## src/hdl/sge_ram.sv

```systemverilog
`timescale 1ns / 1ps

module sge_ram #(
    parameter int WIDTH = 16,
    parameter int DEPTH = 64
) (
    input  logic                     clk,
    input  logic                     wr_en,
    input  logic [$clog2(DEPTH)-1:0] wr_addr,
    input  logic [WIDTH-1:0]         wr_data,
    input  logic                     rd_en,
    input  logic [$clog2(DEPTH)-1:0] rd_addr,
    output logic [WIDTH-1:0]         rd_data
);

    logic [WIDTH-1:0] mem [DEPTH];
    logic [WIDTH-1:0] rd_data_reg;

    // read returns the old word when the same entry is written in that cycle
    always_ff @(posedge clk)
    begin
        if (rd_en)
        begin
            rd_data_reg <= mem[rd_addr];
        end
        if (wr_en)
        begin
            mem[wr_addr] <= wr_data;
        end
    end

    assign rd_data = rd_data_reg;

endmodule

```

## config.mk

```make
export PLATFORM = sky130hd
export DESIGN_NAME = sge_ram
export DESIGN_NICKNAME = d
export VERILOG_FILES = /design/src/hdl/sge_ram.sv
export SDC_FILE = /design/constraint.sdc
export NUM_CORES = 1
export LEC_CHECK = 0
export BUFFER_PORTS_ARGS = -buffer_cell sky130_fd_sc_hd__buf_2
export CORE_ASPECT_RATIO = 0.9
export CORE_MARGIN = 1
export CORE_UTILIZATION = 35
export DETAILED_ROUTE_END_ITERATION = 12
export PLACE_DENSITY = 0.54
export SYNTH_ARGS = -nofsm -noshare
export SYNTH_HDL_FRONTEND = slang
export SYNTH_SLANG_ARGS = --single-unit
```

## constraint.sdc

```tcl
create_clock -name clk -period 4.4 [get_ports clk]
set_input_delay 0.88 -clock clk [delete_from_list [all_inputs] [get_ports clk]]
set_output_delay 0.88 -clock clk [all_outputs]
set_load 0.05 [all_outputs]
```

# ---- Word-level counts from Yosys, hierarchy flattened
# Memory sizes are Yosys's and may differ from the RTL's. A register that Yosys moved wholly into a read port is not among the register bits.
# Cells that the tools add are included.
dict set report word_totals {
  word_cells 3
  register_bits 0
  n_memories 1
  ramBits 1024
}
# name words width rd rd_clocked_by_memory_dff write_ports line
set mem_list {}
lappend mem_list {mem 64 16 1 1 1 16} ;# logic [WIDTH-1:0] mem [DEPTH];
dict set report op_classes {
  n_mux 2
}
# cell count
set ops {}
lappend ops {{$mux W1} 2}

# ---- Depth between registers and ports, before layout
dict set report depth {
  ltp_word 2
  ltp_mapped 10
  depth_no_buf 5
}

# ---- Worst setup path after synthesis
# Ideal clock, no wire load.
dict set report synth_path {
  path_kind {input port to flip-flop}
  startpoint {input wr_addr[3]}
  endpoint {memory mem[48][0], enable pin}
  arrival_time_ns 2.506
  setup_slack_ns 1.485
  n_path_buf 1
  path_stages 4
  setup_ns 0.409
  required_time_ns 3.991
  path_cell_list {clkbuf_1 nor2b_1 nand4b_1 nor3_1}
}
# element line
set synth_rtl {}
lappend synth_rtl {{from (decl)} 9} ;# input logic [$clog2(DEPTH)-1:0] wr_addr,
lappend synth_rtl {{to (decl)} 16}
# No word-level cell before the write port.

==> results.txt <==
Status -> finished, final reports clean
Avg Cell Area, Syn -> 22.0 um2
Layout Nets -> 2056
Final critical-path share of the clock period -> 0.697
Largest net degree at the start of global routing -> 76
Htree depth -> 3
Placed inst area -> 42800 um2
Final Wtd Congestion -> 0.831
Area delta synth->final -> 14.8%
CTS resizes -> 0
Clk_skew -> 0.0272 ns
CTS buffer count -> 101
CTS clk-pin slew, worst paths -> 0.06 ns
Layout Cells excl Fill -> 3597
Placed insts -> 3409
Vias/cell -> 5.40
Predominant post-synthesis flop cell -> edfxtp_1
Max reg flops -> 1024
Worst hold margin -> 0.606 ns
FF-to-FF End -> rd_data[9]
Most common cell after layout, fill and taps aside -> edfxtp_1
Final wirelength -> 101 mm
Worst hold path startpoint -> wr_data[2]
Detail Placement HPWL -> 62.9 mm
Post-route DRC -> 0
Reg2reg start -> mem[21][9]
Max-slew violation count -> 0
Setup Viol. Count Final -> 0
Mapped Cells -> 1829
R2R setup slack -> 1.97 ns
Arrival time at the worst endpoint -> 3.46 ns
Max VDD drop -> 0.000256 V
Max stage delay on crit path -> 0.66 ns
PD cells -> 450 nW/um2
Max transition margin -> 0.232
Crit Path Class -> primary input to flop
Async SR Flop Fraction -> 0
Routed Antenna Nets -> 0
Syn Nets -> 1860
Final Util -> 0.407
Starting DRT DRC Count -> 2191
Leak -> 14.6 nW
Min Tclk post-route -> 3.07 ns
Post-synth EDFFs -> 1040
Commonest cells after routing, fill and taps aside -> edfxtp_1 (1040), mux4_2 (220), buf_4 (143)
Clock Sinks -> 1040
Max Root-Sink Buffers -> 3
CTS tree -> yes
IO Pins -> 47
GRT overflow -> 0
Yosys cell types -> 42
Drt first pass iters -> 5
Port Buffer Count -> 46
Total power -> 20.8 mW
Seq/Total Area, Yosys -> 0.777
# Max-Cap Violations -> 0
Fmax -> 0.326 GHz
Slowest CP cell -> a221oi_1
Die width -> 359 um
DIE AREA -> 116000 um2
Hold Crit Class -> primary input to flop
Hold Path Depth -> 1
Final hold vios -> 0
Vias in the first global route -> 19761
Yosys reg bits -> 1040
Routed wire per std cell -> 28.1 um
Global-route wire length before repair -> 145 mm
Rows -> 117
Hold path endpoint -> mem[21][2]
Worst-margin pin slew -> 1.15 ns
Skew-Pair Late Insertion Delay -> 0.67 ns
Starting density of the core -> 0.354
Req. time, crit path -> 4.79 ns
Root cell of the clock tree -> clkbuf_16
Share of cells above drive strength 1 -> 0.287
Die H -> 324 um
Setup slack at placement -> 0.627 ns
Vias -> 19429
Worst r2r path cells -> 5
Startpoint types -> primary input
Max FO, Critical Path -> 75
Post-CTS setup buffer count -> 0
Crit end category -> flop
Final worst slack -> 1.33 ns
Initial antenna violation count -> 10
Crit-path cells -> buf_8, buf_4, mux4_2, mux2_2, a221oi_1, buf_4, a311oi_1
RSZ-0062 raised after global routing -> no
Quantity of hold-fixing buffers added after cts -> 0
Finished Cell Area -> 46100 um2
GRT Total Usage -> 0.175
Area of the core -> 113000 um2
Mapped cell area -> 40200 um2
Number of warning messages in the yosys log -> 0
Final setup TNS -> 0 ns
CP most frequent cell -> buf_4
## cells by family (layout without fill, tap and decap cells)
group,count (synthesis),count (layout),share of synthesized area
other,0,5,0
buffers and inverters,104,380,0.0182
AO/OA/AOI/OAI,129,129,0.0240
flip-flops,1040,1040,0.777
multiplexers,336,336,0.155
AND/OR/NAND/NOR,220,220,0.0264
## power breakdown
part	leakage (nW)	switching [mW]	total [mW]	internal (mW)
combinational	3.59	0.719	1.10	0.384
sequential	9.37	0.0356	11.0	11.0
clock	1.61	3.65	8.63	4.98
total	14.6	4.40	20.8	16.4
## layout make-up
class | instances | area [um2]
clock inverter | 66 | 611
clock buffer | 117 | 2670
antenna | 5 | 12.5
fill | 9865 | 67300
timing repair buffer | 197 | 1490
multi-input combinational | 685 | 8270
sequential | 1040 | 31200
tap | 1487 | 1860
## cell usage after synthesis (2+ instances only)
cell type / instances / area [um2]
edfxtp_1: 1040 / 31200
mux4_2: 220 / 4950
mux2i_1: 85 / 851
nor2_1: 72 / 270
nand2_1: 59 / 221
a22oi_1: 39 / 293
buf_2: 36 / 180
nor2b_1: 30 / 188
mux2_2: 27 / 304
clkbuf_1: 24 / 90.1
nand3_1: 24 / 120
a21oi_1: 17 / 85.1
buf_6: 17 / 191
a221oi_1: 16 / 140
buf_4: 13 / 97.6
nand4_1: 12 / 75.1
a211o_1: 8 / 70.1
a211oi_1: 8 / 60.1
a311oi_1: 8 / 70.1
a31oi_1: 8 / 50.1
a221o_1: 6 / 60.1
a22o_1: 6 / 52.6
a41oi_1: 5 / 43.8
and4_1: 5 / 43.8
buf_12: 5 / 100
o21ai_0: 5 / 25.0
mux4_1: 4 / 105
buf_1: 3 / 11.3
buf_8: 3 / 45.0
nand2b_1: 3 / 18.8
nor4_2: 3 / 37.5
o21ai_1: 3 / 15.0
and2_1: 2 / 12.5
clkbuf_2: 2 / 10.0
nand3b_1: 2 / 15.0
nor2_2: 2 / 12.5
nor3_1: 2 / 10.0
## worst max-delay path by stage
stage / start / endpoint / slack, ns / cells after the start
after floorplan: wr_addr[3] / mem[48][0] / 1.49 / 4
after global placement: rd_addr[2] / rd_data[13] / 0.62 / 7
after detailed placement: rd_addr[2] / rd_data[13] / 0.63 / 7
after CTS: rd_addr[2] / rd_data[13] / 1.34 / 7
after global routing: rd_addr[2] / rd_data[13] / 1.28 / 7
final: rd_addr[2] / rd_data[13] / 1.33 / 7
## critical path: cells and delay by family
family | cells | cell delay (ns)
muxes | 2 | 0.65
AOI/OAI and AO/OA | 2 | 0.70
buffers and inverters | 3 | 1.13
## layer usage
| metal | up-vias | GRT usage | part of all wire |
|---|---|---|---|
| li1 | 8107 | - | - |
| met1 | 10447 | 0.253 | 0.44 |
| met2 | 711 | 0.275 | 0.46 |
| met3 | 156 | 0.0312 | 0.072 |
| met4 | 8 | 0.0449 | 0.023 |
| met5 | - | 0 | 0.00038 |
Note: power is estimated with default switching activity, not from simulation.
