==> config.mk <==
export PLATFORM = sky130hd
export DESIGN_NAME = sge_accum_flat
export DESIGN_NICKNAME = d
export VERILOG_FILES = /design/src/hdl/sge_pkg.sv /design/src/hdl/sge_if.sv /design/src/hdl/sge_accum.sv /design/src/flat_wrapper.sv
export SDC_FILE = /design/constraint.sdc
export NUM_CORES = 1
export LEC_CHECK = 0
export ABC_CLOCK_PERIOD_IN_PS = 5100
export BUFFER_PORTS_ARGS = -buffer_cell sky130_fd_sc_hd__buf_2
export CAP_MARGIN = 20
export CORE_MARGIN = 5
export CORE_UTILIZATION = 60
export DETAILED_ROUTE_END_ITERATION = 16
export PLACE_DENSITY = 0.82
export SYNTH_ARGS = -nofsm -noshare
export SYNTH_HDL_FRONTEND = slang
export SYNTH_SLANG_ARGS = --single-unit
==> constraint.sdc <==
create_clock -name clk -period 5.1 [get_ports clk]
set_input_delay 0.51 -clock clk [delete_from_list [all_inputs] [get_ports clk]]
set_output_delay 0.51 -clock clk [all_outputs]
set_load 0.005 [all_outputs]
==> src/hdl/sge_pkg.sv <==
`timescale 1ns / 1ps

package sge_pkg;

    // build-time sizing
    localparam int MAX_SIDE    = 64;
    localparam int SAMPLE_BITS = 16;

    // fixed field widths
    localparam int SAMPLE_W   = 16;
    localparam int ENERGY_W   = 64;
    localparam int DIMS_W     = 2;
    localparam int SIDE_LEN_W = 7;
    localparam int CFG_DATA_W = 7;
    localparam int CFG_IDX_W  = 2;

    // derived widths
    localparam int CNT_W       = $clog2(MAX_SIDE);
    localparam int SPAN_W      = CNT_W + 1;
    localparam int CMP_W       = (SIDE_LEN_W > SPAN_W) ? SIDE_LEN_W : SPAN_W;
    localparam int PLANE_DEPTH = MAX_SIDE * MAX_SIDE;
    localparam int PLANE_AW    = 2 * CNT_W;
    localparam int EXT_W       = (SAMPLE_BITS > SAMPLE_W) ? SAMPLE_BITS : SAMPLE_W;
    localparam int NSUM_W      = SAMPLE_BITS + 2;
    localparam int FACT_W      = SAMPLE_BITS + 5;
    localparam int PROD_W      = SAMPLE_BITS + FACT_W;

    // register indexes
    localparam logic [CFG_IDX_W-1:0] CFG_DIMENSIONS  = CFG_IDX_W'(0);
    localparam logic [CFG_IDX_W-1:0] CFG_SIDE_LENGTH = CFG_IDX_W'(1);

    // dimension codes, zero behaves as one dimension
    localparam logic [DIMS_W-1:0] DIMS_NONE  = DIMS_W'(0);
    localparam logic [DIMS_W-1:0] DIMS_ONE   = DIMS_W'(1);
    localparam logic [DIMS_W-1:0] DIMS_TWO   = DIMS_W'(2);
    localparam logic [DIMS_W-1:0] DIMS_THREE = DIMS_W'(3);

    localparam logic [SIDE_LEN_W-1:0] SIDE_RESET = SIDE_LEN_W'(MAX_SIDE);

    // diagonal weight as a left shift of the sample
    localparam logic [1:0] DIAG_SHIFT_1D = 2'd1;
    localparam logic [1:0] DIAG_SHIFT_2D = 2'd2;
    localparam logic [1:0] DIAG_SHIFT_3D = 2'd3;

    localparam logic [ENERGY_W-1:0] ENERGY_MAX = {1'b0, {(ENERGY_W-1){1'b1}}};
    localparam logic [ENERGY_W-1:0] ENERGY_MIN = {1'b1, {(ENERGY_W-1){1'b0}}};

    typedef logic signed [SAMPLE_BITS-1:0] samp_t;

    typedef struct packed {
        logic       valid;
        logic       last;
        logic       use_up;
        logic       use_plane;
        logic [1:0] shift;
    } sge_ctl_t;

    function automatic samp_t extend_sample(input logic [SAMPLE_W-1:0] raw);
        logic signed [EXT_W-1:0] wide;
        wide = EXT_W'(signed'(raw));
        return wide[SAMPLE_BITS-1:0];
    endfunction

endpackage

==> src/hdl/sge_if.sv <==


interface sge_result_if;
    logic                                 valid;
    logic                                 ready;
    logic signed [sge_pkg::ENERGY_W-1:0]  energy;
    logic                                 saturated;

    modport source (output valid, output energy, output saturated, input ready);
    modport sink   (input valid, input energy, input saturated, output ready);
endinterface

==> src/hdl/sge_accum.sv <==
`timescale 1ns / 1ps

module sge_accum (
    input  logic                                 clk,
    input  logic                                 rst_n,
    input  logic                                 restart,
    input  sge_pkg::sge_ctl_t                    s3_ctl,
    input  logic signed [sge_pkg::PROD_W-1:0]    s3_prod,
    output logic                                 adv,
    sge_result_if.source                         results
);

    logic [sge_pkg::ENERGY_W-1:0] acc_reg, acc_next;
    logic                         clip_reg, clip_next;
    logic                         out_valid_reg, out_valid_next;
    logic [sge_pkg::ENERGY_W-1:0] energy_reg, energy_next;
    logic                         sat_reg, sat_next;

    logic [sge_pkg::ENERGY_W-1:0] term;
    logic [sge_pkg::ENERGY_W-1:0] sum;
    logic                         ovf;
    logic [sge_pkg::ENERGY_W-1:0] acc_new;
    logic                         clip_new;
    logic                         take;

    // whole pipeline moves unless a result is stuck in the output register
    assign adv  = !out_valid_reg || results.ready;
    assign take = adv && s3_ctl.valid;

    assign term = sge_pkg::ENERGY_W'(s3_prod);
    assign sum  = acc_reg + term;
    assign ovf  = (acc_reg[sge_pkg::ENERGY_W-1] == term[sge_pkg::ENERGY_W-1])
               && (sum[sge_pkg::ENERGY_W-1] != acc_reg[sge_pkg::ENERGY_W-1]);

    always_comb
    begin
        if (ovf)
        begin
            acc_new = acc_reg[sge_pkg::ENERGY_W-1] ? sge_pkg::ENERGY_MIN : sge_pkg::ENERGY_MAX;
        end
        else
        begin
            acc_new = sum;
        end
        clip_new = clip_reg || ovf;
    end

    always_comb
    begin
        acc_next       = acc_reg;
        clip_next      = clip_reg;
        out_valid_next = out_valid_reg && !results.ready;
        energy_next    = energy_reg;
        sat_next       = sat_reg;
        if (restart)
        begin
            acc_next  = '0;
            clip_next = 1'b0;
        end
        else if (take)
        begin
            if (s3_ctl.last)
            begin
                energy_next    = acc_new;
                sat_next       = clip_new;
                out_valid_next = 1'b1;
                acc_next       = '0;
                clip_next      = 1'b0;
            end
            else
            begin
                acc_next  = acc_new;
                clip_next = clip_new;
            end
        end
    end

    always_ff @(posedge clk or negedge rst_n)
    begin
        if (!rst_n)
        begin
            acc_reg       <= '0;
            clip_reg      <= 1'b0;
            out_valid_reg <= 1'b0;
        end
        else
        begin
            acc_reg       <= acc_next;
            clip_reg      <= clip_next;
            out_valid_reg <= out_valid_next;
        end
    end

    always_ff @(posedge clk)
    begin
        energy_reg <= energy_next;
        sat_reg    <= sat_next;
    end

    assign results.valid     = out_valid_reg;
    assign results.energy    = energy_reg;
    assign results.saturated = sat_reg;

`ifndef SYNTHESIS
    a_clip_sticky: assert property (@(posedge clk) disable iff (!rst_n)
        (clip_reg && !restart && !(take && s3_ctl.last)) |=> clip_reg)
        else $error("clip flag dropped inside a vector");

    a_clear_after_beat: assert property (@(posedge clk) disable iff (!rst_n)
        (take && s3_ctl.last) |=> (acc_reg == '0 && !clip_reg && out_valid_reg))
        else $error("accumulator not cleared after the closing sample");
`endif

endmodule

==> src/flat_wrapper.sv <==
// flat-port wrapper written by rule: the top's interface ports become plain ports
module sge_accum_flat 
  (clk, rst_n, restart, s3_ctl, s3_prod, adv, results_valid, results_energy, results_saturated, results_ready);
  sge_result_if results_i ();
  input  logic clk;
  input  logic rst_n;
  input  logic restart;
  input  sge_pkg::sge_ctl_t s3_ctl;
  input  logic signed [sge_pkg::PROD_W-1:0] s3_prod;
  output logic adv;
  output wire logic [$bits(results_i.valid)-1:0] results_valid;
  output wire logic [$bits(results_i.energy)-1:0] results_energy;
  output wire logic [$bits(results_i.saturated)-1:0] results_saturated;
  input wire logic [$bits(results_i.ready)-1:0] results_ready;
  assign results_valid = results_i.valid;
  assign results_energy = results_i.energy;
  assign results_saturated = results_i.saturated;
  assign results_i.ready = results_ready;
  sge_accum u_core (.clk(clk), .rst_n(rst_n), .restart(restart), .s3_ctl(s3_ctl), .s3_prod(s3_prod), .adv(adv), .results(results_i));
endmodule
Word-level counts from Yosys, hierarchy flattened
Cells that the tools add are included. Widths: inputs -> output; s select.

Add/sub/neg operators: 1. Eq/ne operators: 2. Muxes and demuxes: 11. Bitwise logic cells: 1. Reduce and logical (&&, ||, !) cells: 9.

Operators with widths (count): $mux 64 (5); $add 64x64->64 (1); $mux 1 (6); $logic_and 1x1->1 (3); $reduce_and 3->1 (1); $logic_not 1->1 (2); $logic_or 1x1->1 (2); $reduce_bool 2->1 (1); $eq 1x1->1 (1); $ne 1x1->1 (1); $not 1->1 (1).

Bits in registers: 131. Bits of input ports: 47. Output and inout port bits: 67. Word-level logic and storage cells: 29.

Logic depth before layout (Yosys ltp)
Word-level depth: 7. Mapped depth: 14. Depth with buffers taken out: 13.

Worst setup path after synthesis
OpenSTA, ideal clock, no wires.

Kind: input-to-reg. Start: input port s3_prod[0] (netlist bit). End: register u_core.acc_reg[62] (netlist bit). Setup time: 0.126 ns. Arrival: 3.342 ns. Required time: 4.974 ns. Setup slack: 1.632 ns. Cell stages on the path: 13. Buffers on the path: 0. Cells stage by stage: ha_1 > fa_1 > a21o_1 > a311oi_1 > o21ai_1 > a211o_1 > a21oi_2 > o31a_1 > o41a_1 > nor2_1 > a221o_1 > xor2_1 > a221o_1.

Cells in the longest elaborated chain, start to end: 7.

RTL lines: start: declaration (RTL line flat_wrapper.sv:9) `input logic signed [sge_pkg::PROD_W-1:0] s3_prod;`; $add 64x64->64 * (RTL line sge_accum.sv:31) `assign sum = acc_reg + term;`; $ne 1x1->1 (RTL line sge_accum.sv:33) `&& (sum[sge_pkg::ENERGY_W-1] != acc_reg[sge_pkg::ENERGY_W-1]);`; $logic_and 1x1->1 (RTL line sge_accum.sv:33); $mux 64 * (RTL line sge_accum.sv:37) `if (ovf)`; $mux 64 * (RTL line sge_accum.sv:62) `if (s3_ctl.last)`; $mux 64 * (RTL line sge_accum.sv:60) `else if (take)`; $mux 64 * (RTL line sge_accum.sv:55) `if (restart)`; end signal: assignment (RTL line sge_accum.sv:88) `acc_reg <= acc_next;`; end: declaration (RTL line sge_accum.sv:13) `logic [sge_pkg::ENERGY_W-1:0] acc_reg, acc_next;`.

Every way passes the cells marked *; elsewhere a longest branch is shown, timed or not. The select of a mux whose other input is x is not followed. A chain may end at the register's enable or synchronous reset.

Worst setup path in the final report
Start: register u_core.acc_reg[0] (netlist bit). End: register u_core.acc_reg[62] (netlist bit).

Cells in the longest elaborated chain, start to end: 7.

RTL lines (RTL line): $add 64x64->64 * (sge_accum.sv:31); $ne 1x1->1 (sge_accum.sv:33); $logic_and 1x1->1 (sge_accum.sv:33); $mux 64 * (sge_accum.sv:37); $mux 64 * (sge_accum.sv:62); $mux 64 * (sge_accum.sv:60); $mux 64 * (sge_accum.sv:55).

Marked as above.

==> metrics.txt <==
Synth Register Bits 131; Placeable Area 14,500 um^2; Die Wd 132 um; WS Path Type flop to flop; PD cells 337 nW/um^2; Synth top cells by count 85 x a21oi_1, 81 x nand2_1, 68 x o21ai_0; Final GP Congestion 0.980; Vias 7,528; Synth top area share 21.9%; cells after synthesis 902; ys async rst share 50.4%; Seq/Total Area, Yosys 40.4%; flop-to-flop setup slack 1.20 ns; post-route ant nets 0; wire length per cell 19.1 um; EDFF count, synth 65; vias per cell 6.42; fin crit share 76.6%; status finished clean; grt ovf 0; largest net degree at the start of global routing 66; ant diodes 0; Reg clk slew, reported paths 0.06 ns; first-pass GRT wire length 37.5 mm; CP Max Fanout 5; Worst Path Arrival 4.22 ns; total chip power 0.00340 W; syn nets 1,013; DRT Pass-1 Iters 5; Synth area leader edfxtp_1; Clock Path Buffers 2; Hold Slack 0.113 ns; nets 1,087; layout cell share with drive strength beyond 1 20.9%; post_cts resized 0; Detailed Route Iter0 Violations 560; final setup fails 0; worst clock skew 0.00972 ns; distinct cell type count after synthesis 74; detailed-route wire length 22.4 mm; dpl hpwl 15.7 mm; H-tree depth 4; endpoints failing hold 0; critical path's top delay family compound AO/OA/AOI/OAI gates; Initial Util 61.3%; Static Leakage 4.54 nW; Setup Fix Bufs, Post-CTS 0; row count 44; initial antenna violation count 0; number of max-cap violations 0; count leader, synth a21oi_1; Yosys warnings 0; Critical Path Max Stage Delay 0.42 ns; setup TNS 0 ns; syn_area_per_cell 9.88 um^2; drt drc 0; CTS root buf clkbuf_16; clk sink count 131; Final Max Slew Viols 0; Die Area 17,400 um^2; Total Routing Usage GR 26.2%; # IOs 114; die height 132 um; Worst path most repeated cell a221o_1; cell chain of the critical path ha_1, fa_1, a21o_1, a311oi_1, o21ai_1, a211o_1, a21oi_2, o31a_1, o41a_1, nor2_1, a221o_1, xor2_1, a221o_1; RSZ-0062 raised after global routing false; Slew Limit Headroom 40.9%; PortBufs 109; number of global-route vias before repair 7,461; worst vdd ir 0.274 mV; Crit. End Element flop; fmax 256 MHz; Max stage delay cell, worst path fa_1; CTS tree yes; Worst Tran Pin Value 0.883 ns; # hold bufs at CTS 0; WP data required 5.41 ns; Post-Place Worst Slack 1.03 ns; min-delay worst type input pin to async pin; Clk Latency, worst-skew pair 0.43 ns; Min Clock Period, post-route 3.90 ns; CTS Buf Count 17; Primary FF master, synth dfrtp_1; Post-Syn Area 8910 um^2; PnR worst setup slack 1.20 ns; filler instances 1,144; worst path bufs/invs 0; Startpoint Class flop; Layout area overhead 13.3%; largest cells by area after synthesis edfxtp_1 22%, dfrtp_1 19%, ha_1 8.8%
[final cells by class]
type                       instances  area [um^2]  area share, %
timing repair buffer             119          621           6.15
sequential                       131         3600           35.7
inverter                          22         82.6          0.818
tap                              184          230           2.28
clock buffer                      17          425           4.21
multi-input combinational        685         4880           48.3
clock inverter                    15          253           2.50
[worst register-to-register path: cells and delay by family, from the launching register on]
| family | cells | cell delay [ns] |
|---|---|---|
| flops | 1 | 0.38 |
| compound gates | 9 | 2.51 |
| simple gates | 1 | 0.08 |
| fa+ha+maj | 2 | 0.65 |
| xor+xnor | 1 | 0.17 |
[routing by layer]
layer / vias to the layer above / wire (um) / share of wire (%) / global-route usage (%)
li1: 3553 / - / - / -
met1: 3597 / 9950 / 44 / 35.8
met2: 325 / 10300 / 46 / 41.1
met3: 53 / 1570 / 7.0 / 5.42
met4: 0 / 601 / 2.7 / 10.5
met5: - / 0 / 0 / 0
[cells in the final DEF (no fill, tap or decap), types with 25 or more instances in the layout]
| cell type | n |
|---|---|
| o21ai_0 | 68 |
| edfxtp_1 | 65 |
| nand2_1 | 81 |
| a22o_1 | 31 |
| ha_1 | 63 |
| nor2_1 | 34 |
| xnor2_1 | 34 |
| a21oi_1 | 84 |
| dfrtp_1 | 66 |
| xor2_1 | 25 |
| a21o_1 | 39 |
| o21ai_2 | 26 |
| buf_2 | 109 |
[report_power, final]
group          leakage, nW  internal (W)  switching [W]
Clock                0.324      0.000921       0.000487
Combinational         2.72      0.000296       0.000463
Sequential            1.50       0.00120      0.0000308
Total                 4.54       0.00242       0.000981
[through the flow]
| stage | util, % | area (um^2) | cells |
|---|---|---|---|
| global placement | 64.8 | 9420 | 1141 |
| finish | 69.5 | 10100 | 1173 |
| detailed placement | 64.8 | 9420 | 1141 |
| global route | 69.5 | 10100 | 1173 |
| floorplan | - | 8910 | 902 |
| CTS | 69.5 | 10100 | 1173 |
[worst paths after layout]
| check | start | to | depth (start not counted) |
|---|---|---|---|
| worst max-delay path | u_core.acc_reg[0] | u_core.acc_reg[62] | 13 |
| worst min-delay path | rst_n | u_core.acc_reg[52] | 1 |
| worst max register to register | u_core.acc_reg[0] | u_core.acc_reg[62] | 13 |
| worst min register to register | u_core.acc_reg[19] | u_core.acc_reg[19] | 1 |
| max in group asynchronous | rst_n | u_core.acc_reg[33] | 2 |
| min in group clk | s3_ctl[4] | u_core.results.valid | 3 |
[cell families (layout without fill, tap and decap cells)]
kind of cell | after synthesis | count (layout) | synth area share (%)
AO/OA/AOI/OAI | 363 | 363 | 28.5
XOR/XNOR | 59 | 59 | 5.80
adder cells (fa/ha/maj) | 65 | 65 | 9.19
buffers and inverters | 86 | 173 | 4.96
flip-flops | 131 | 131 | 40.4
AND/OR/NAND/NOR | 198 | 198 | 11.2
Power figures use the tool's default switching activity.
