<file path="src/hdl/sge_pkg.sv">
`timescale 1ns / 1ps

package sge_pkg;

    // build-time sizing
    localparam int MAX_SIDE    = 64;
    localparam int SAMPLE_BITS = 16;

    // fixed field widths
    localparam int SAMPLE_W   = 16;
    localparam int ENERGY_W   = 64;
    localparam int DIMS_W     = 2;
    localparam int SIDE_LEN_W = 7;
    localparam int CFG_DATA_W = 7;
    localparam int CFG_IDX_W  = 2;

    // derived widths
    localparam int CNT_W       = $clog2(MAX_SIDE);
    localparam int SPAN_W      = CNT_W + 1;
    localparam int CMP_W       = (SIDE_LEN_W > SPAN_W) ? SIDE_LEN_W : SPAN_W;
    localparam int PLANE_DEPTH = MAX_SIDE * MAX_SIDE;
    localparam int PLANE_AW    = 2 * CNT_W;
    localparam int EXT_W       = (SAMPLE_BITS > SAMPLE_W) ? SAMPLE_BITS : SAMPLE_W;
    localparam int NSUM_W      = SAMPLE_BITS + 2;
    localparam int FACT_W      = SAMPLE_BITS + 5;
    localparam int PROD_W      = SAMPLE_BITS + FACT_W;

    // register indexes
    localparam logic [CFG_IDX_W-1:0] CFG_DIMENSIONS  = CFG_IDX_W'(0);
    localparam logic [CFG_IDX_W-1:0] CFG_SIDE_LENGTH = CFG_IDX_W'(1);

    // dimension codes, zero behaves as one dimension
    localparam logic [DIMS_W-1:0] DIMS_NONE  = DIMS_W'(0);
    localparam logic [DIMS_W-1:0] DIMS_ONE   = DIMS_W'(1);
    localparam logic [DIMS_W-1:0] DIMS_TWO   = DIMS_W'(2);
    localparam logic [DIMS_W-1:0] DIMS_THREE = DIMS_W'(3);

    localparam logic [SIDE_LEN_W-1:0] SIDE_RESET = SIDE_LEN_W'(MAX_SIDE);

    // diagonal weight as a left shift of the sample
    localparam logic [1:0] DIAG_SHIFT_1D = 2'd1;
    localparam logic [1:0] DIAG_SHIFT_2D = 2'd2;
    localparam logic [1:0] DIAG_SHIFT_3D = 2'd3;

    localparam logic [ENERGY_W-1:0] ENERGY_MAX = {1'b0, {(ENERGY_W-1){1'b1}}};
    localparam logic [ENERGY_W-1:0] ENERGY_MIN = {1'b1, {(ENERGY_W-1){1'b0}}};

    typedef logic signed [SAMPLE_BITS-1:0] samp_t;

    typedef struct packed {
        logic       valid;
        logic       last;
        logic       use_up;
        logic       use_plane;
        logic [1:0] shift;
    } sge_ctl_t;

    function automatic samp_t extend_sample(input logic [SAMPLE_W-1:0] raw);
        logic signed [EXT_W-1:0] wide;
        wide = EXT_W'(signed'(raw));
        return wide[SAMPLE_BITS-1:0];
    endfunction

endpackage

</file>
<file path="src/hdl/sge_term.sv">
`timescale 1ns / 1ps

module sge_term (
    input  logic                                 clk,
    input  logic                                 rst_n,
    input  logic                                 adv,
    input  sge_pkg::sge_ctl_t                    s1_ctl,
    input  sge_pkg::samp_t                       s1_x,
    input  sge_pkg::samp_t                       s1_left,
    input  logic [sge_pkg::SAMPLE_BITS-1:0]      row_data,
    input  logic [sge_pkg::SAMPLE_BITS-1:0]      plane_data,
    output sge_pkg::sge_ctl_t                    s3_ctl,
    output logic signed [sge_pkg::PROD_W-1:0]    s3_prod
);

    logic signed [sge_pkg::NSUM_W-1:0] nsum;
    logic signed [sge_pkg::NSUM_W-1:0] up_term;
    logic signed [sge_pkg::NSUM_W-1:0] plane_term;
    logic signed [sge_pkg::FACT_W-1:0] factor;
    logic signed [sge_pkg::PROD_W-1:0] prod;

    sge_pkg::sge_ctl_t                 s2_ctl_reg;
    sge_pkg::samp_t                    s2_x_reg;
    logic signed [sge_pkg::FACT_W-1:0] s2_factor_reg;
    sge_pkg::sge_ctl_t                 s3_ctl_reg;
    logic signed [sge_pkg::PROD_W-1:0] s3_prod_reg;

    assign up_term    = s1_ctl.use_up ? sge_pkg::NSUM_W'(signed'(row_data)) : '0;
    assign plane_term = s1_ctl.use_plane ? sge_pkg::NSUM_W'(signed'(plane_data)) : '0;
    assign nsum       = sge_pkg::NSUM_W'(s1_left) + up_term + plane_term;

    // diag*x - 2*(sum of earlier neighbors)
    assign factor = (sge_pkg::FACT_W'(s1_x) <<< s1_ctl.shift)
                  - (sge_pkg::FACT_W'(nsum) <<< 1);

    assign prod = sge_pkg::PROD_W'(s2_x_reg) * sge_pkg::PROD_W'(s2_factor_reg);

    always_ff @(posedge clk or negedge rst_n)
    begin
        if (!rst_n)
        begin
            s2_ctl_reg <= '0;
            s3_ctl_reg <= '0;
        end
        else if (adv)
        begin
            s2_ctl_reg <= s1_ctl;
            s3_ctl_reg <= s2_ctl_reg;
        end
    end

    always_ff @(posedge clk)
    begin
        if (adv)
        begin
            s2_x_reg      <= s1_x;
            s2_factor_reg <= factor;
            s3_prod_reg   <= prod;
        end
    end

    assign s3_ctl  = s3_ctl_reg;
    assign s3_prod = s3_prod_reg;

endmodule

</file>
<file path="config.mk">
export PLATFORM = sky130hd
export DESIGN_NAME = sge_term
export DESIGN_NICKNAME = d
export VERILOG_FILES = /design/src/hdl/sge_pkg.sv /design/src/hdl/sge_term.sv
export SDC_FILE = /design/constraint.sdc
export NUM_CORES = 1
export LEC_CHECK = 0
export BUFFER_PORTS_ARGS = -buffer_cell sky130_fd_sc_hd__buf_2
export CAP_MARGIN = 20
export CORE_MARGIN = 5
export CORE_UTILIZATION = 58
export CTS_BUF_LIST = sky130_fd_sc_hd__clkbuf_4
export CTS_CLUSTER_DIAMETER = 40
export DETAILED_ROUTE_END_ITERATION = 8
export PLACE_DENSITY_LB_ADDON = 0.25
export SYNTH_ARGS = -nofsm -noshare
export SYNTH_HDL_FRONTEND = slang
export SYNTH_SLANG_ARGS = --single-unit
</file>
<file path="constraint.sdc">
create_clock -name clk -period 5.6 [get_ports clk]
set_input_delay 0.56 -clock clk [delete_from_list [all_inputs] [get_ports clk]]
set_output_delay 0.56 -clock clk [all_outputs]
set_load 0.02 [all_outputs]
</file>
### Word level (Yosys, flattened, before mapping)

Index checks and enable logic that the tools add are counted.

* register bits: 86
* bits in latches: 0
* memory bits (writable): 0
* bits in read-only memories: 0
* input bits: 73
* output and inout bits: 43
* logic and storage cells: 20
* memories: 0

* add/sub/neg operators: 3
* multipliers: 1
* divide/modulo/power cells: 0
* $lt $le $gt $ge: 0
* equality and inequality tests: 0
* shifts and indexed selects: 1
* muxes and demuxes: 2
* bitwise operators: 0
* reductions and logical operators: 0

Operators by type and width (count)
* $mul A16 B21 Y37: 1
* $mux W18: 2
* $sshl A16 B2 Y21: 1
* $sub A21 B19 Y21: 1
* $add A16 B18 Y18: 1
* $add A18 B18 Y18: 1

### Logic depth before layout (Yosys ltp)

Gate-level depths: netlist of run 1.

* depth in word-level cells: 4
* mapped depth: 24
* mapped depth without buffers: 23

### Worst setup path after synthesis of run 1

No wires, ideal clock.

* kind: register -> register
* start point: reg s2_factor_reg[19] in the netlist's numbering
* end point: reg s3_prod_reg, in the netlist s3_prod[30] (data pin)
* library setup time: 0.259 ns
* arrival: 5.744 ns
* required time: 5.341 ns
* slack: -0.403 ns
* stages on the path, launching flop included: 23
* path buffers: 1
* clock period less this slack: 6.003 ns
* cells stage by stage: edfxtp_1 -> clkbuf_1 -> nand2_1 -> fa_1 -> inv_1 -> fa_1 -> inv_1 -> fa_1 -> inv_1 -> fa_1 -> fa_1 -> inv_1 -> fa_1 -> inv_1 -> ha_1 -> a21oi_2 -> nand2_1 -> a211o_1 -> a21o_1 -> or2_4 -> a41o_1 -> a41oi_2 -> xnor2_1

* word-level cells in the longest chain between the ends: 1

Ends and longest elaborated chain
* start: declaration: line sge_term.sv:24 `logic signed [sge_pkg::FACT_W-1:0] s2_factor_reg;`
* start signal: assignment: line sge_term.sv:57 `s2_factor_reg <= factor;`
* $mul A16 B21 Y37: line sge_term.sv:36 `assign prod = sge_pkg::PROD_W'(s2_x_reg) * sge_pkg::PROD_W'(s2_factor_reg);`
* named net prod (one bit): line sge_term.sv:20 `logic signed [sge_pkg::PROD_W-1:0] prod;`
* end signal: assignment: line sge_term.sv:58 `s3_prod_reg <= prod;`
* end: declaration: line sge_term.sv:26 `logic signed [sge_pkg::PROD_W-1:0] s3_prod_reg;`

The timed path passes the listed nets, and every way through them passes these cells.
A chain may end at the register's enable or synchronous reset.

### Worst setup path in the final report of run 1

* start point: reg s2_x_reg[1]
* end point: reg s3_prod_reg, in the netlist s3_prod[26] (data pin)

* word-level cells in the longest chain between the ends: 1

Ends and longest elaborated chain
* start: declaration: line sge_term.sv:23 `sge_pkg::samp_t s2_x_reg;`
* start signal: assignment: line sge_term.sv:56 `s2_x_reg <= s1_x;`
* $mul A16 B21 Y37: line sge_term.sv:36
* named net prod (one bit): line sge_term.sv:20

The timed path passes the listed nets, and every way through them passes these cells.

==> results.md, run 1 <==
* Status: finished, violations left
* Failing checks: negative setup slack
* Register area at 2520 µm²
* EDFF count, synth at 74
* TritonCTS Buffers at 9
* Final setup violation count at 22
* Max Cap Viol at 0
* Yosys reg bits at 86
* Filler Cell Count at 2,256
* Multi-input gate area at 13,700 µm²
* Tot GR Track Use at 25.5%
* RSZ-0062 raised after global routing: true
* Cell depth of the worst hold path at 1
* Worst slew slack as a fraction of its limit at between 50% and 60%
* Hold WS at 243 ps
* Port Buffers at between 100 and 150
* Crit end category: register
* Period utilization at 108%
* Longest Clk Path Bufs at 2
* Initial Util at between 50 and 60%
* Sequential fraction of the synthesis area at between 10 and 15%
* Commonest non-fill, non-tap cell in the layout: inv_1
* Drt total wl at 40.1 mm
* RePlAce Congestion at 0.920
* Synth cell types at 62
* Crit path max fanout at 11
* Final worst slack at -462 ps
* Mapped Nets at around 2,300
* Layout cell share with drive strength beyond 1 at approximately a quarter
* Number of global-route vias before repair at 14,664
* DP HPWL at between 30 and 40 mm
* Total number of vias at 13,024
* First-pass GRT wire length at 69.5 mm
* Crit path kind: reg2reg
* Hold_sp: s1_x[0]
* Setup slack, reg-to-reg at -460 ps
* H-tree levels at 3
* Routed Antenna Nets at 0
* Final Hold Fails at 0
* Hold Crit Class: in2reg
* Clk slew on worst S/H paths at 180 ps
* Hold endpoint: s2_x_reg[0]$_DFFE_PP_
* Syn Inst Count at 1,774
* Total grt overflow at 0
* Antenna violations before repair at 1
* Pre-antenna DRT Iters at 5
* Worst-margin pin slew at 735 ps
* WL per Instance at 16.3 µm
* Synth warnings at 0
* Die Span Y at between 150 and 200 µm
* FFs w/ async S/R, synth at between 10 and 15%
* Critical Path Source Type: register
* Max reg flops at 37
* Crit path buffers/inverters at 9
* Residual DRC at 0
* Top Ports at 116
* Fin. max-slew vios at 0
* FF-to-FF path depth at 25
* Final net count at 2,607
* Most frequent cells in the layout: inv_1 (374), fa_1 (342), nand2_1 (205)
* Worst reg2reg endpoint: s3_prod[26]$_DFFE_PP_
* Slowest-stage cell, CP: fa_1
* Row count at 63
* Clk_lat worst skew at roughly 530 ps
* Most common cell type on the critical path: fa_1
* Syn avg cell area at 9.84 µm²
* Ys flop type: edfxtp_1
* Critical Path AT at between 6000 and 7000 ps
* Clock tree from TritonCTS: built
* Die area at 33,700 µm²
* Critical Path RT at 5870 ps
* Area Growth Syn to Fin at 19.2%
* Worst path max stage delay at 540 ps
* Min Tclk post-route at between 6000 and 7000 ps
* Routed vias/inst at 5.31
* 1st-iter DRT viols at 798
* Mapped Area at 17,500 µm²
* Top delay family on crit path: adder cells
* Clock net sink count at 86
* Worst R2R Start: s2_x_reg[1]$_DFFE_PP_
* Worst Clk Skew at 36.8 ps
* Root Driver: clkbuf_4
* CORE AREA at 29,700 µm²
* Max Fclk at 165 MHz
* Largest net degree at the start of global routing at 83
* Die width at 184 µm
## area by class of cell
type                       count  share of cell area [%]
multi-input combinational   1240                    66.0
inverter                     386                    6.98
sequential                    86                    12.1
tap                          390                    2.34
clock inverter                 7                   0.276
antenna                        1                  0.0120
timing repair buffer         335                    11.9
clock buffer                   9                   0.325
## cells in the mapped netlist, drive strengths merged (3+ instances only)
cell    instances  share of area, %
buf             6              0.14
xor2           22               1.1
nand4           8              0.36
o211ai          7              0.30
a211o           4              0.20
a21oi          55               1.7
fa            350                40
or3             3              0.11
nor2           50               1.1
o21bai          6              0.26
a31o            3              0.15
ha            126               9.0
a211oi          6              0.39
a21o           24               1.0
nor2b           8              0.29
dfrtp          12               1.7
o21a           13              0.56
nor3            7              0.20
clkbuf         56               1.3
and2          162               5.8
o31ai           3              0.21
mux4           12               1.5
xnor2          44               2.2
a41o            4              0.23
and3            3              0.11
a31oi           5              0.21
nand2b         17              0.61
nand2         219               4.7
o21ai          37               1.1
mux2           14              0.90
edfxtp         74                13
inv           385               8.3
nand3           8              0.23
## how the worst max path moves through the flow
stage / start / to / slack (ps) / depth (start not counted)
floorplan: s2_factor_reg[8]$_DFFE_PP_ / s3_prod[22]$_DFFE_PP_ / -80 / 23
global placement: s2_factor_reg[13]$_DFFE_PP_ / s3_prod[36]$_DFFE_PP_ / -590 / 22
detailed placement: s2_factor_reg[13]$_DFFE_PP_ / s3_prod[36]$_DFFE_PP_ / -640 / 22
CTS: s2_x_reg[1]$_DFFE_PP_ / s3_prod[26]$_DFFE_PP_ / -450 / 25
global route: s2_factor_reg[13]$_DFFE_PP_ / s3_prod[26]$_DFFE_PP_ / -670 / 23
finish: s2_x_reg[1]$_DFFE_PP_ / s3_prod[26]$_DFFE_PP_ / -460 / 25
## cell families after synthesis
group                      Yosys count  synth area share [%]
and+or+nand+nor                    493                  13.8
adders and majority gates          476                  49.2
buffers and inverters              448                  9.69
AOI/OAI and AO/OA                  177                  6.99
DFF                                 86                  14.4
xor gates and xnor gates            66                  3.31
muxes                               28                  2.57
## stage by stage
step | setup TNS, ps | cell area (µm²) | worst slack [ps] | utilization, % | cells
4_1_cts | -5360 | 20700 | -448 | 69.5 | 2448
3_5_place_dp | -8200 | 20100 | -635 | 67.7 | 2411
3_3_place_gp | -6570 | 20100 | -592 | 67.7 | 2411
2_1_floorplan | -122 | 17900 | -82.9 | - | 1774
6_report | -5910 | 20800 | -462 | 70.1 | 2454
5_1_grt | -10890 | 20800 | -672 | 70.1 | 2454
## metal layers
metal / vias up / global-route usage (%) / wire length, µm
met1: 6572 / 32.8 / 16500
met3: 77 / 3.58 / 1970
li1: 6015 / - / -
met2: 360 / 45.3 / 20400
met5: - / 0 / 0
met4: 0 / 7.60 / 1170
## worst register-to-register path: stages (launching register included)
cell	delay, ps
edfxtp_1	450
buf_12	160
buf_4	140
nand2_4	80
inv_4	40
fa_1	460
fa_1	540
inv_1	50
fa_1	530
inv_2	50
fa_2	460
fa_1	500
inv_2	40
fa_1	480
inv_2	50
ha_4	220
buf_6	130
nand3_2	70
nand2_1	60
a211o_1	270
a21o_1	200
or2_4	250
buf_4	140
a21o_1	180
a211oi_2	210
nor2_1	60
## timing repair
action / 4_1_cts / 5_1_grt
cloned: 0 / 0
setup endpoints to repair: 22 / 25
buffers inserted: 20 / 4
pin swaps: 12 / 16
resized for setup: 54 / 32
hold endpoints to repair: 12 / 0
hold buffers: 1 / 0
Power of run 1 is left out: the tool's default activity adds up to more than one toggle a clock period on the data nets, which glitch-free logic cannot reach.
==> run 2, diff against run 1 <==
CORE_UTILIZATION = 60   (was 58)
clock period = 7 ns   (was 5.6 ns; I/O delays follow)
==> results.md, run 2 (same netlist as run 1, synthesis figures left out) <==
* Status: finished, final reports clean
* Crit end category: register
* RePlAce Congestion at around 0.93
* Max reg flops at 37
* Port Buffers at 115
* Root Driver: clkbuf_4
* First-pass GRT wire length at 67.5 mm
* Total number of vias at between 10,000 and 15,000
* Routed vias/inst at around 5.5
* 1st-iter DRT viols at 781
* Clock net sink count at 86
* Cts hold-fix bufs at 0
* Most frequent cells in the layout: inv_1 (385), fa_1 (350), nand2_1 (219)
* Critical Path RT at 7370 ps
* Met2 Wirelength at 20.2 mm
* Longest Clk Path Bufs at 2
* Critical Path AT at 7040 ps
* Final setup violation count at 0
* Layout cell share with drive strength beyond 1 at 11.5%
* Worst slew slack as a fraction of its limit at 49.2%
* Tot GR Track Use at 25.4%
* Period utilization at 95.3%
* TritonCTS Buffers at 9
* Hold Crit Class: in2async
* Area Growth Syn to Fin at 7.03%
* Setup Buffers After CTS at 0
* Antenna violations before repair at 1
* CORE AREA at 28,700 µm²
* Row count at 62
* Pre-antenna DRT Iters at 5
* H-tree levels at 3
* Max Fclk at between 100 and 150 MHz
* Final net count at between 2,000 and 2,500
* Die Span Y at roughly 180 µm
* Fin. max-slew vios at 0
* Crit path kind: reg2reg
* Worst Clk Skew at 34.9 ps
* Setup total negative slack at 0 ps
* Clock tree from TritonCTS: built
* Metal-1 WL at 15.4 mm
* Initial Util at 60.8%
* Crit path max fanout at 14
* WL per Instance at approximately 17 µm
* Post-CTS sizing at 0
* Clk slew on worst S/H paths at approximately 160 ps
* Clk_lat worst skew at 510 ps
* Min Tclk post-route at 6670 ps
* Largest net degree at the start of global routing at 87
* RSZ-0062 raised after global routing: false
* Max Cap Viol at 0
* Highest Signal Layer: met4
* DP HPWL at 32.5 mm
* Final Hold Fails at 0
* Routed wire length on met3 at 2.19 mm
* Total grt overflow at 0
* Drt total wl at ~39 mm
* Number of global-route vias before repair at about 14,000
* Commonest non-fill, non-tap cell in the layout: inv_1
* Worst-margin pin slew at 762 ps
* Routed Antenna Nets at 0
* Residual DRC at 0
* Die width at 181 µm
* Critical Path Source Type: register
* Die area at 32,600 µm²
* Top Ports at 116
==> run 2: cell count changes in the layout (fill, tap and decap cells not counted), sizes merged <==
cell,before,now
clkinvlp,1,2
dlygate4sd3,1,0
inv,388,387
clkbuf,9,10
buf,334,151
clkinv,4,3
==> run 2: layer usage <==
| layer | GRT usage (%) | vias up |
|---|---|---|
| met5 | 0 | - |
| met4 | 9.29 | 0 |
| met3 | 3.31 | 93 |
| met2 | 45.2 | 422 |
| met1 | 32.0 | 6320 |
| li1 | - | 5624 |
==> run 2: worst paths after layout <==
kind | from | endpoint | slack (ps) | cells after the start
max in group asynchronous | rst_n | s2_ctl_reg[3]$_DFFE_PN0P_ | 6740 | 1
worst max register to register | s2_x_reg[9]$_DFFE_PP_ | s3_prod[36]$_DFFE_PP_ | 330 | 21
worst max-delay path | s2_x_reg[9]$_DFFE_PP_ | s3_prod[36]$_DFFE_PP_ | 330 | 21
min in group clk | s1_x[0] | s2_x_reg[0]$_DFFE_PP_ | 390 | 1
worst min register to register | s2_ctl_reg[1]$_DFFE_PN0P_ | s2_ctl_reg[1]$_DFFE_PN0P_ | 520 | 1
worst min-delay path | rst_n | s2_ctl_reg[1]$_DFFE_PN0P_ | 50 | 1
==> run 2: worst max-delay path: stages (launching register included) <==
cell      delay [ps]
edfxtp_1         830
buf_4            290
nand2_1           80
fa_1             480
inv_1             60
fa_1             490
fa_1             580
fa_1             450
fa_1             500
inv_1             50
fa_1             480
inv_1             50
ha_1             360
a21oi_2          190
nand2_1          110
a211o_1          310
a21o_1           220
o31ai_1          300
buf_4            170
a31oi_1          140
and4_1           250
nor3_1           170
==> run 2: per-stage QoR <==
step                      setup WS (ps)  utilization, %  area (µm²)  instances  hold slack [ps]
after floorplan                     997               -       17500       1774              404
after global placement              432            64.5       18500       2243              484
after detailed placement            336            64.5       18500       2243              493
after CTS                           320            64.9       18600       2259             11.3
after global routing               55.0            65.1       18700       2264             53.4
final                               329            65.1       18700       2264             51.6
==> run 2: cell type report <==
class | count | area, µm²
timing repair buffer | 151 | 868
multi-input combinational | 1240 | 13200
tap | 384 | 480
antenna | 1 | 2.50
clock buffer | 10 | 75.1
fill | 2311 | 10000
sequential | 86 | 2520
inverter | 386 | 1450
clock inverter | 6 | 45.0
Power of run 2 is left out for the same reason.
